[src/rtl/core/drc_pkg.sv]
// shared types and constants for the column raycaster
`timescale 1ns / 1ps
package drc_pkg;

  localparam int MAP_XW = 5;
  localparam int MAP_YW = 5;
  localparam int MAP_AW = MAP_XW + MAP_YW;
  localparam int MAP_DEPTH = 1 << MAP_AW;
  localparam logic [10:0] SCREEN_MAX = 11'd1024;
  localparam logic [31:0] CAM_START = 32'hFFFF_0000;

  typedef enum logic [2:0] {
    REG_SCREEN_WIDTH  = 3'd0,
    REG_SCREEN_HEIGHT = 3'd1,
    REG_POS_X         = 3'd2,
    REG_POS_Y         = 3'd3,
    REG_DIR_X         = 3'd4,
    REG_DIR_Y         = 3'd5,
    REG_PLANE_X       = 3'd6,
    REG_PLANE_Y       = 3'd7
  } cfg_reg_t;

  typedef enum logic [1:0] {
    DIV_DX,
    DIV_DY,
    DIV_LH,
    DIV_ST
  } div_sel_t;

  typedef enum logic [4:0] {
    S_CLEAR,
    S_IDLE,
    S_MUL_X,
    S_RAY_X,
    S_MUL_Y,
    S_RAY_Y,
    S_DX_GO,
    S_DX_WAIT,
    S_DY_GO,
    S_DY_WAIT,
    S_SIDE_X,
    S_SIDE_Y,
    S_STEP,
    S_CHECK,
    S_PERP,
    S_LH_GO,
    S_LH_WAIT,
    S_ST_GO,
    S_ST_WAIT,
    S_FIN
  } state_t;

  typedef struct packed {
    logic     load;
    logic     clear_wr;
    logic     mul_x;
    logic     ray_x;
    logic     mul_y;
    logic     ray_y;
    logic     div_start;
    div_sel_t div_sel;
    logic     take_dx;
    logic     take_dy;
    logic     side_x;
    logic     side_y;
    logic     walk_step;
    logic     hit_capture;
    logic     perp_calc;
    logic     take_lh;
    logic     take_step;
    logic     out_load;
  } dp_cmd_t;

  typedef struct packed {
    logic clear_last;
    logic rx_zero;
    logic ry_zero;
    logic div_busy;
    logic div_done;
    logic walk_done;
  } dp_stat_t;

endpackage

[src/rtl/core/drc_ctrl.sv]
// sequencer for map writes and column casts
`timescale 1ns / 1ps
module drc_ctrl (
  input  logic              clk,
  input  logic              rst,
  input  logic              in_valid,
  input  logic              action,
  output logic              in_ready,
  output logic              out_valid,
  input  logic              out_ready,
  output drc_pkg::dp_cmd_t  cmd,
  input  drc_pkg::dp_stat_t stat
);
  import drc_pkg::*;

  state_t state, state_next;

  always_ff @(posedge clk) begin
    if (rst) begin
      state     <= S_CLEAR;
      out_valid <= 1'b0;
    end else begin
      state <= state_next;
      if (cmd.out_load) begin
        out_valid <= 1'b1;
      end else if (out_ready) begin
        out_valid <= 1'b0;
      end
    end
  end

  always_comb begin
    state_next = state;
    cmd = '0;
    in_ready = 1'b0;
    case (state)
      S_CLEAR: begin
        cmd.clear_wr = 1'b1;
        if (stat.clear_last) state_next = S_IDLE;
      end
      S_IDLE: begin
        in_ready = 1'b1;
        if (in_valid) begin
          cmd.load = 1'b1;
          if (action) state_next = S_MUL_X;
        end
      end
      S_MUL_X: begin
        cmd.mul_x = 1'b1;
        state_next = S_RAY_X;
      end
      S_RAY_X: begin
        cmd.ray_x = 1'b1;
        state_next = S_MUL_Y;
      end
      S_MUL_Y: begin
        cmd.mul_y = 1'b1;
        state_next = S_RAY_Y;
      end
      S_RAY_Y: begin
        cmd.ray_y = 1'b1;
        state_next = S_DX_GO;
      end
      S_DX_GO: begin
        cmd.div_sel = DIV_DX;
        if (stat.rx_zero) begin
          cmd.take_dx = 1'b1;
          state_next = S_DY_GO;
        end else begin
          cmd.div_start = 1'b1;
          state_next = S_DX_WAIT;
        end
      end
      S_DX_WAIT: begin
        if (stat.div_done) begin
          cmd.take_dx = 1'b1;
          state_next = S_DY_GO;
        end
      end
      S_DY_GO: begin
        cmd.div_sel = DIV_DY;
        if (stat.ry_zero) begin
          cmd.take_dy = 1'b1;
          state_next = S_SIDE_X;
        end else begin
          cmd.div_start = 1'b1;
          state_next = S_DY_WAIT;
        end
      end
      S_DY_WAIT: begin
        if (stat.div_done) begin
          cmd.take_dy = 1'b1;
          state_next = S_SIDE_X;
        end
      end
      S_SIDE_X: begin
        cmd.side_x = 1'b1;
        state_next = S_SIDE_Y;
      end
      S_SIDE_Y: begin
        cmd.side_y = 1'b1;
        state_next = S_STEP;
      end
      S_STEP: begin
        cmd.walk_step = 1'b1;
        state_next = S_CHECK;
      end
      S_CHECK: begin
        if (stat.walk_done) begin
          cmd.hit_capture = 1'b1;
          state_next = S_PERP;
        end else begin
          state_next = S_STEP;
        end
      end
      S_PERP: begin
        cmd.perp_calc = 1'b1;
        state_next = S_LH_GO;
      end
      S_LH_GO: begin
        cmd.div_sel = DIV_LH;
        cmd.div_start = 1'b1;
        state_next = S_LH_WAIT;
      end
      S_LH_WAIT: begin
        if (stat.div_done) begin
          cmd.take_lh = 1'b1;
          state_next = S_ST_GO;
        end
      end
      S_ST_GO: begin
        cmd.div_sel = DIV_ST;
        cmd.div_start = 1'b1;
        state_next = S_ST_WAIT;
      end
      S_ST_WAIT: begin
        if (stat.div_done) begin
          cmd.take_step = 1'b1;
          state_next = S_FIN;
        end
      end
      S_FIN: begin
        if (!out_valid || out_ready) begin
          cmd.out_load = 1'b1;
          state_next = S_IDLE;
        end
      end
      default: state_next = S_IDLE;
    endcase
  end

endmodule

[config.mk]
export PLATFORM = sky130hd
export DESIGN_NAME = drc_ctrl
export DESIGN_NICKNAME = d
export VERILOG_FILES = /design/src/rtl/core/drc_pkg.sv /design/src/rtl/core/drc_ctrl.sv
export SDC_FILE = /design/constraint.sdc
export NUM_CORES = 1
export LEC_CHECK = 0
export BUFFER_PORTS_ARGS = -buffer_cell sky130_fd_sc_hd__buf_4
export CAP_MARGIN = 5
export CORE_ASPECT_RATIO = 1.2
export CORE_UTILIZATION = 46
export DETAILED_ROUTE_END_ITERATION = 16
export PLACE_DENSITY = 0.86
export SYNTH_ARGS = -nofsm -noshare
export SYNTH_HDL_FRONTEND = slang
export SYNTH_SLANG_ARGS = --single-unit
[constraint.sdc]
create_clock -name clk -period 1.8 [get_ports clk]
set_clock_uncertainty 0.05 [all_clocks]
set_input_delay 0.18 -clock clk [delete_from_list [all_inputs] [get_ports clk]]
set_output_delay 0.18 -clock clk [all_outputs]
set_load 0.02 [all_outputs]
### After elaboration in Yosys (flattened, before gate mapping)

Cells that the tools add are included.

| storage, ports and cells | value |
|---|---|
| latch bits | 0 |
| memories | 0 |
| memory bits (writable) | 0 |
| ROM bits | 0 |
| output and inout port bits | 21 |
| word-level logic and storage cells | 74 |
| input port bits | 11 |
| register bits after elaboration | 6 |

| operators by class | value |
|---|---|
| multipliers | 0 |
| mux-type cells | 40 |
| div/mod/pow operators | 0 |
| equality and inequality tests | 27 |
| reductions and logical operators | 5 |
| order comparisons | 0 |
| shift operators | 0 |
| bitwise gates (word level) | 0 |
| add/sub/neg operators | 0 |

Operators with widths:

| kind | number |
|---|---|
| $pmux W5 S20 | 1 |
| $eq A5 B4 Y1 const B | 8 |
| $mux W5 | 8 |
| $mux W1 | 25 |
| $eq A5 B3 Y1 const B | 4 |
| $eq A5 B5 Y1 const B | 4 |
| $ne A2 B2 Y1 const B | 8 |
| $pmux W3 S4 | 1 |
| $eq A5 B2 Y1 const B | 2 |
| $reduce_and A8 Y1 | 1 |
| $eq A5 B1 Y1 const B | 1 |
| $logic_not A5 Y1 | 1 |
| $mux W2 | 2 |
| $mux W4 | 1 |
| $pmux W1 S2 | 2 |
| $reduce_bool A2 Y1 | 1 |
| $logic_not A1 Y1 | 1 |
| $logic_or A1 B1 Y1 | 1 |

### Longest topological paths before layout

Gate-level depths: netlist (run 1).

| depth | value |
|---|---|
| depth after elaboration | 5 |
| mapped depth | 6 |
| gate-level depth less buffers | 4 |

### Worst setup path after synthesis (run 1)

OpenSTA, ideal clock, no wires.

| path | value |
|---|---|
| kind | register to output |
| start point | register state[0] |
| end point | output cmd[9] (netlist bit) |
| arrival time | 1.625 ns |
| buffers on the path | 2 |
| stages on the path, launching flop included | 5 |
| slack | -0.055 ns |
| path through | dfxtp_1 -> buf_2 -> buf_1 -> mux2i_1 -> nor4_1 |

RTL lines:

| what | RTL line | text |
|---|---|---|
| start, declared | drc_ctrl.sv:16 | `state_t state, state_next;` |
| start signal, assigned | drc_ctrl.sv:23 | `state <= state_next;` |
| end, declared | drc_ctrl.sv:11 | `output drc_pkg::dp_cmd_t cmd,` |

==> impl_metrics.toml, run 1 <==
[clocking]
post-cts-setup-buffers = 0
clock-sinks = 6
htree_num_levels = 1
clockBufferDepth = 2
clockRootBuffer = "clkbuf_4"
cts_tree = "yes"
cts_buffers = 3
clk_pin_slew_worst_paths_ps = 40
clock_latency_ps = 240

[timing]
relSlewSlack_pct = 65.03
finalCriticalPeriod_ps = 1749
hold_violations = 0
setup_violations = 0
fin_crit_sh_pct = 97.14
slew_viol_final = 0
rsz0062_at_grt = "yes"
max_freq_mhz = 571.9
tightest_slew_ps = 519.8

[critical_path]
worstPathArrival_ps = 1520
critPathSlowestCell = "or3_4"
startpoint = "state[2]"
crit_path_end_kind = "output port"
cp_top_family = "simple AND/OR/NAND/NOR gates"
path_max_fanout = 9
crit_chain = "buf_4, inv_1, or3_4, nor3_2, buf_4"
path_common_cell = "buf_4"
crit_path_max_incr_delay_ps = 380
path_buf_inv = 3
worstReg2RegStart = "state[0]"
criticalPathCategory = "flop to output port"
crit_path_start_kind = "flop"
cp.required_ps = 1570

[power]
seqPwrFrac_pct = 20.8
clockPowerShare_pct = 12.1
p_leak_uw = 0.0004930
p_comb_share_pct = 67.1
power.switching_uw = 430.2
peakVddDrop_uv = 707.0
power.internal_uw = 528.4
switching_share_pct = 44.87
powerDensity_nw_per_um2 = 838.2

[logic_synthesis]
synth_mux_area_share_pct = 4.020
yosysWarnings = 0
ys_seq_area_share_pct = 16.08
ys_types = 43
synth.net_count = 120
synth_edf_count = 0
synth_area_um2 = 747.0
synth_flop_cell = "dfxtp_1"
synth_top_family_by_area = "simple AND/OR/NAND/NOR gates"
synth_compound_area_share_pct = 25.96
synth-seq-cells = 6
async_flop_share_pct = 0
syn_inst = 109
synth_area_per_cell_um2 = 6.853
synth_fa_ha_area_share_pct = 0
synth_xor_area_share_pct = 0
yosys.area_share.simple_pct = 46.40

[placement]
globalplace.congestion = 0.8860
io_buffer_count = 30
postPlaceCellArea_um2 = 1075
dpl.hpwl_um = 1806
dp_cells = 160

[die]
dieHeight_um = 46.14
coreArea_um2 = 1483
die_x_um = 38.79
rows = 15
start_util_pct = 50.38
io_pins = 32
dieArea_um2 = 1790

[global_route]
grt_first_pass_wirelength_um = 3574
grt_pass1_vias = 849
overflow = 0
antenna_found_initial = 0
grt_max_degree = 15
grt.total_usage_pct = 27.65

[routing]
routed-wl-met2_um = 1287
first_pass_iters = 4
drtAntennaViolNets = 0
drt_wl_total_um = 2386
wl_per_cell_um = 14.64
drt_iter0_drc = 38
met3RoutedLength_um = 116
via_per_inst = 6.080
drc_errors = 0
vias = 991
wl_met1_um = 948
top_layer = "met4"

[hold_path]
hold_class = "input port to flop"
min-delay-start = "rst"

[cells_and_area]
drive_gt1_share_pct = 45.89
final_nets = 159
area_growth_pct = 53.10
stdcell_count = 163
n_antenna_cell = 0
final_cell_area_um2 = 1144

[status]
status = "complete, no violations"

[run]
maxCapViolations = 0
==> cell usage after synthesis, types with 2 or more instances <==
master     n  area [µm²]
inv_1      4       15.01
nand2b_1   5       31.28
clkbuf_1   5       18.77
nor3_1     7       35.03
a31oi_1    2       12.51
buf_1      2       7.510
nand3_1    5       25.02
buf_2      3       15.01
or4b_1     2       20.02
dfxtp_1    6       120.1
nor2b_1    5       31.28
nor4_1     4       25.02
a21boi_0   2       15.01
nand2_1    6       22.52
nor2_1    13       48.80
o32ai_1    2       17.52
a21oi_1    6       30.03
and2_1     2       12.51
mux2i_1    3       30.03
o21ai_0    2       10.01
==> power by group through the flow <==
stage	sequential (µW)	combinational (µW)	clock [µW]
after global placement	192	602	0
final	200	643	116
after detailed placement	194	613	0
after floorplan	175	420	0
after CTS	193	620	121
after global routing	204	690	125
==> area by class of cell <==
cell class,instances,area [µm²]
Sequential cell,6,128.9
Multi-Input combinational cell,89,614.3
Timing Repair Buffer,44,341.6
Tap cell,17,21.27
Fill cell,118,339.1
Clock buffer,3,22.52
Inverter,4,15.01
==> cells by family after synthesis <==
kind of cell           after synthesis
AO/OA/AOI/OAI                       26
buffers and inverters               14
flip-flops                           6
multiplexers                         3
AND/OR/NAND/NOR                     60
==> registers in the layout, summed over array words and instances (netlist names) <==
signal and cells:
state 5, out_valid 1
==> routing by layer <==
layer	global-route usage, %	vias to the layer above
met5	0	-
met4	11.72	0
met3	1.449	4
met2	49.00	44
met1	33.82	460
li1	-	483
==> worst reg2reg max path, delay by kind of cell, from the launching register on <==
family          cells  cell delay [ps]
simple gates        3              900
flops               1              370
compound gates      1              320
==> final timing paths <==
| kind | to | slack [ps] | cells after the start |
|---|---|---|---|
| setup / recovery | cmd[14] | 50 | 5 |
| hold / removal | out_valid | 140 | 2 |
| setup reg to reg | state[1] | 50 | 4 |
| hold reg to reg | state[0] | 510 | 2 |
==> through the flow <==
stage	hold WS [ps]	util, %	setup TNS, ps	setup WS (ps)	power (µW)
CTS	130.9	74.60	0	4.694	934.5
global placement	375.0	72.49	0	86.02	794.0
detailed placement	384.3	72.49	0	16.19	806.8
floorplan	349.2	-	0	7.479	594.5
finish	144.4	77.13	0	51.39	958.6
global route	140.9	77.13	-49.29	-24.67	1018
==> timing repair <==
item                       CTS  global route
gates resized for setup      4            11
hold buffers                 0             0
setup endpoints to repair    6            19
==> layout by cell type (no fill, tap or decap), drive strengths merged, types with 2 or more instances in the layout <==
cell	synthesis	routed
and2	3	3
nor2	13	13
clkbuf	5	3
nand2	6	6
mux2i	3	3
or4b	2	2
o32ai	2	2
nor2b	5	5
nand2b	5	5
buf	5	44
nand3	5	5
o21ai	2	2
a31oi	2	2
inv	4	4
a21boi	2	2
nor3	7	7
a21oi	6	6
dfxtp	6	6
nor4	5	5
o41ai	2	2
No activity file was read; power rests on OpenSTA's default activity.
==> run 2: changes to the inputs <==
- ABC_AREA: unset -> 1
- GPL_ROUTABILITY_DRIVEN: unset -> 0
==> run 2 against run 1 <==
Against the previous run:
- count of clock-buffer cells in the layout stayed put
- clock power hardly changed
- combinational power is 30% higher
==> impl_metrics.toml, run 2 <==
[routing]
via_per_inst = 4.989
drt_iter0_drc = 45
vias = 948
wl_per_cell_um = 10.12
drt_wl_total_um = 1923
first_pass_iters = 4
drc_errors = 0
drtAntennaViolNets = 0

[power]
switching_share_pct = 54.07
peakVddDrop_uv = 741.1
p_comb_share_pct = 71.0
seqPwrFrac_pct = 19.0
clockPowerShare_pct = 10.0
power.internal_uw = 542.3
powerDensity_nw_per_um2 = 1212
power.switching_uw = 638.6
p_leak_uw = 0.0006477

[timing]
setup_violations = 0
relSlewSlack_pct = 75.21
whs_ps = 54.44
hold_violations = 0
timing.setup.tns_ps = 0
max_freq_mhz = 586.2
slew_viol_final = 0
rsz0062_at_grt = "no"
tightest_slew_ps = 371.4
finalCriticalPeriod_ps = 1706
fin_crit_sh_pct = 94.77

[clocking]
htree_num_levels = 1
ctsHoldBuffers = 0
clockRootBuffer = "clkbuf_4"
post-cts-setup-buffers = 0
cts_buffers = 3
clockBufferDepth = 2
clock-sinks = 6
clk_pin_slew_worst_paths_ps = 40
clock_latency_ps = 240
post_cts_resized = 0
cts_tree = "yes"

[logic_synthesis]
yosysTopAreaCell = "nand2_1"
yosys-top-cells-area = "nand2_1 19%, dfxtp_1 17%, nor2_1 17%"
synth_edf_count = 0
yosysWarnings = 0
synth-seq-cells = 6
synth.net_count = 152
ys_types = 18
synthTopCellsByCount = "36 x nand2_1, 32 x nor2_1, 19 x inv_1, 18 x nand3_1"
synth_area_per_cell_um2 = 5.085
async_flop_share_pct = 0
ys_seq_area_share_pct = 16.75
synth_flop_cell = "dfxtp_1"
syn_inst = 141
synth_top_cell_area_share_pct = 18.85
synth_area_um2 = 716.9
yosysMostFrequentCell = "nand2_1"

[cells_and_area]
n_antenna_cell = 0
regMostFlops = "state"
final_nets = 186
nFillCells = 142
drive_gt1_share_pct = 28.90
layout_common_cells = "36 x nand2_1, 32 x nor2_1, 30 x buf_4"
reg_top3 = "state: 5 flops, out_valid: 1 flops"
largest_reg_flops = 5
final_cell_area_um2 = 974.7
layout_commonest_cell = "nand2_1"
area_growth_pct = 35.95

[die]
dieHeight_um = 45.25
coreArea_um2 = 1445
rows = 15
io_pins = 32
die_x_um = 38.04
start_util_pct = 49.61
dieArea_um2 = 1721

[run]
maxCapViolations = 0

[placement]
postPlaceCellArea_um2 = 952.2
dpl.hpwl_um = 1602
io_buffer_count = 30

[critical_path]
worstPathArrival_ps = 1480
startpoint = "state[1]"
regToRegSetupSlack_ps = 220
crit_path_start_kind = "flop"
cp.required_ps = 1570
cp-endpoint = "cmd[9]"
worstReg2RegStart = "state[4]"
r2r_end = "state[0]"
reg2reg_depth = 9
path_max_fanout = 5
crit_path_end_kind = "output port"
criticalPathCategory = "flop to output port"

[global_route]
overflow = 0
grt.total_usage_pct = 23.57
grt_pass1_vias = 730
grt_first_pass_wirelength_um = 2877
antenna_found_initial = 0
grt_max_degree = 11

[status]
status = "complete, no violations"

[hold_path]
hold_class = "input port to flop"
==> run 2: cells by family after synthesis <==
kind of cell | synth area share [%]
compound gates | 6.284
flops | 16.75
simple gates | 62.31
buf+inv | 14.66
==> run 2: area by class of cell <==
cell class / count / area, µm² / area share, %
multi-input combinational: 109 / 491.7 / 50.45
sequential: 6 / 120.1 / 12.32
timing repair buffer: 30 / 225.2 / 23.11
clock buffer: 3 / 22.52 / 2.311
inverter: 25 / 93.84 / 9.628
tap: 17 / 21.27 / 2.182
==> run 2: through the flow <==
stage	cells	power [µW]	utilization, %	setup WS (ps)
2_1_floorplan	141	834.3	-	294.5
3_3_place_gp	187	1045	65.89	282.8
3_5_place_dp	187	1054	65.89	260.1
4_1_cts	190	1183	67.45	114.0
5_1_grt	190	1277	67.45	9.956
6_report	190	1181	67.45	94.14
==> run 2: layer usage <==
| layer | share of wire (%) | track usage (%) |
|---|---|---|
| met1 | 45 | 29.91 |
| met2 | 50 | 37.97 |
| met3 | 4.0 | 2.956 |
| met4 | 0.62 | 12.86 |
| met5 | 0 | 0 |
==> run 2: worst max-delay path: stages, from the launching register on <==
cell and delay [ps]:
dfxtp_1 420, nand2_1 150, nor2_1 200, nand2_2 110
o21ai_0 180, buf_4 170
==> run 2: worst min path at each step <==
stage	cells past startpoint	to	start
finish	2	state[1]	rst
global route	2	state[1]	rst
CTS	2	state[1]	rst
detailed placement	2	state[1]	rst
global placement	2	state[1]	rst
floorplan	1	state[1]	rst
==> run 2: power by group through the flow <==
stage	clock, µW	combinational, µW	sequential (µW)
6_report	118	839	224
5_1_grt	133	916	228
4_1_cts	128	833	222
3_5_place_dp	0	829	224
3_3_place_gp	0	822	223
2_1_floorplan	0	630	204
==> run 3: changes to the inputs <==
- CAP_MARGIN: 5 -> 20
- CELL_PAD_IN_SITES_DETAIL_PLACEMENT: unset -> 0
- CELL_PAD_IN_SITES_GLOBAL_PLACEMENT: unset -> 1
- CORE_UTILIZATION: 46 -> 31
- PLACE_DENSITY: 0.86 -> 0.92
- clock period: 1.8 -> 2 ns (I/O delays scaled with it)
==> run 3 against run 2 <==
Against the previous run:
- combinational power fell by 9.8%
- setup slack improved by 190 ps
- sequential share of layout area is 0.20 points lower
- final area rose by 1.7%
- worst hold slack better by 12 ps
- wire length up 3.2%
- largest power group unchanged
==> impl_metrics.toml, run 3 (synthesis results as in run 2) <==
[status]
status = "complete, no violations"

[critical_path]
worstReg2RegStart = "state[4]"
worstPathArrival_ps = 1460
path_buf_inv = 2
regToRegSetupSlack_ps = 400
r2r_end = "state[0]"
cp.required_ps = 1750
critPathSlowestCell = "dfxtp_1"
path_max_fanout = 6
crit_path_max_incr_delay_ps = 330
criticalPathCategory = "flop to output port"
cp_top_family = "simple AND/OR/NAND/NOR gates"
crit_path_end_kind = "output port"
reg2reg_depth = 9
crit_path_start_kind = "flop"
crit_chain = "inv_1, nand2_1, nor2_1, nand3_1, o21ai_0, buf_4"

[clocking]
post-cts-setup-buffers = 0
clockBufferDepth = 2
ctsHoldBuffers = 0
post_cts_resized = 0
clock_latency_ps = 240
cts_buffers = 3
clockRootBuffer = "clkbuf_4"
cts_tree = "yes"
clock-sinks = 6
htree_num_levels = 1
clk_pin_slew_worst_paths_ps = 40

[routing]
via_per_inst = 4.527
drc_errors = 0
wl_per_cell_um = 9.778
drtAntennaViolNets = 0
drt_iter0_drc = 33
vias = 919
drt_wl_total_um = 1985
first_pass_iters = 4

[power]
p_total_uw = 1065
seqPwrFrac_pct = 18.9
power.switching_uw = 577.1
clockPowerShare_pct = 10.1
switching_share_pct = 54.17
p_leak_uw = 0.0006477
p_comb_share_pct = 71.0
peakVddDrop_uv = 546.8
power.internal_uw = 488.2
powerDensity_nw_per_um2 = 1075

[cells_and_area]
drive_gt1_share_pct = 28.90
n_antenna_cell = 0
layout_common_cells = "36 x nand2_1, 32 x nor2_1, 30 x buf_4"
final_nets = 186
largest_reg_flops = 5
regMostFlops = "state"
layout_commonest_cell = "nand2_1"
area_growth_pct = 38.22
regArea_um2 = 120.1
reg_top3 = "state: 5 flops, out_valid: 1 flops"
multi_input_area_um2 = 491.7
nFillCells = 236

[hold_path]
min_to = "state[1]"
min-delay-start = "rst"
hold_class = "input port to flop"
min_path_cells = 2

[global_route]
grt_pass1_vias = 769
antenna_found_initial = 0
grt.total_usage_pct = 18.13
grt_max_degree = 11
grt_first_pass_wirelength_um = 3236
overflow = 0

[timing]
fin_crit_sh_pct = 85.60
tightest_slew_ps = 386.8
finalCriticalPeriod_ps = 1712
slew_viol_final = 0
hold_violations = 0
rsz0062_at_grt = "no"
whs_ps = 66.19
max_freq_mhz = 584.1
relSlewSlack_pct = 74.18
timing.setup.tns_ps = 0
setup_violations = 0

[die]
rows = 18
die_x_um = 45.90
dieArea_um2 = 2510
start_util_pct = 33.87
dieHeight_um = 54.68
io_pins = 32
coreArea_um2 = 2117

[run]
maxCapViolations = 0

[placement]
dpl.hpwl_um = 1701
io_buffer_count = 30
==> run 3: cell counts in the layout (fill, tap and decap cells not counted) <==
No cell type changed its count.
==> run 3: routing by layer <==
| layer | vias up | GRT usage (%) | routed length (µm) |
|---|---|---|---|
| met5 | - | 0 | 0 |
| met4 | 0 | 10.29 | 12 |
| met3 | 2 | 1.980 | 65 |
| met2 | 19 | 27.93 | 998 |
| met1 | 397 | 24.07 | 909 |
| li1 | 501 | - | - |
==> run 3: worst max path at each step <==
| stage | startpoint | end | slack [ps] | cells past startpoint |
|---|---|---|---|---|
| floorplan | state[4] | state[0] | 490 | 9 |
| CTS | state[4] | cmd[10] | 290 | 4 |
| finish | state[0] | cmd[9] | 290 | 6 |
| detailed placement | state[4] | state[0] | 420 | 9 |
| global placement | state[4] | state[0] | 420 | 9 |
| global route | state[1] | cmd[9] | 150 | 5 |
==> run 3: through the flow <==
step	worst slack, ps	util [%]	instance area [µm²]	cells
2_1_floorplan	494.5	-	716.9	141
3_3_place_gp	422.8	45.74	968.4	200
3_5_place_dp	415.2	45.74	968.4	200
4_1_cts	294.9	46.81	991.0	203
5_1_grt	147.4	46.81	991.0	203
6_report	288.0	46.81	991.0	203
==> run 3: layout make-up <==
class                           instances  share of cell area [%]
Multi-Input combinational cell        109                   49.62
Timing Repair Buffer                   30                   22.73
Sequential cell                         6                   12.12
Inverter                               25                   9.470
Tap cell                               30                   3.788
Clock buffer                            3                   2.273
==> run 3: worst register-to-register path, delay by kind of cell, from the launching register on <==
family	cells	cell delay (ps)
flip-flops	1	540
buffers and inverters	1	140
AND/OR/NAND/NOR	8	760
==> run 3: power groups by stage <==
stage | logic (µW) | clock network (µW) | registers [µW]
final | 757 | 107 | 201
after global routing | 850 | 132 | 207
after CTS | 756 | 115 | 201
after detailed placement | 754 | 0 | 203
after global placement | 755 | 0 | 202
after floorplan | 567 | 0 | 184
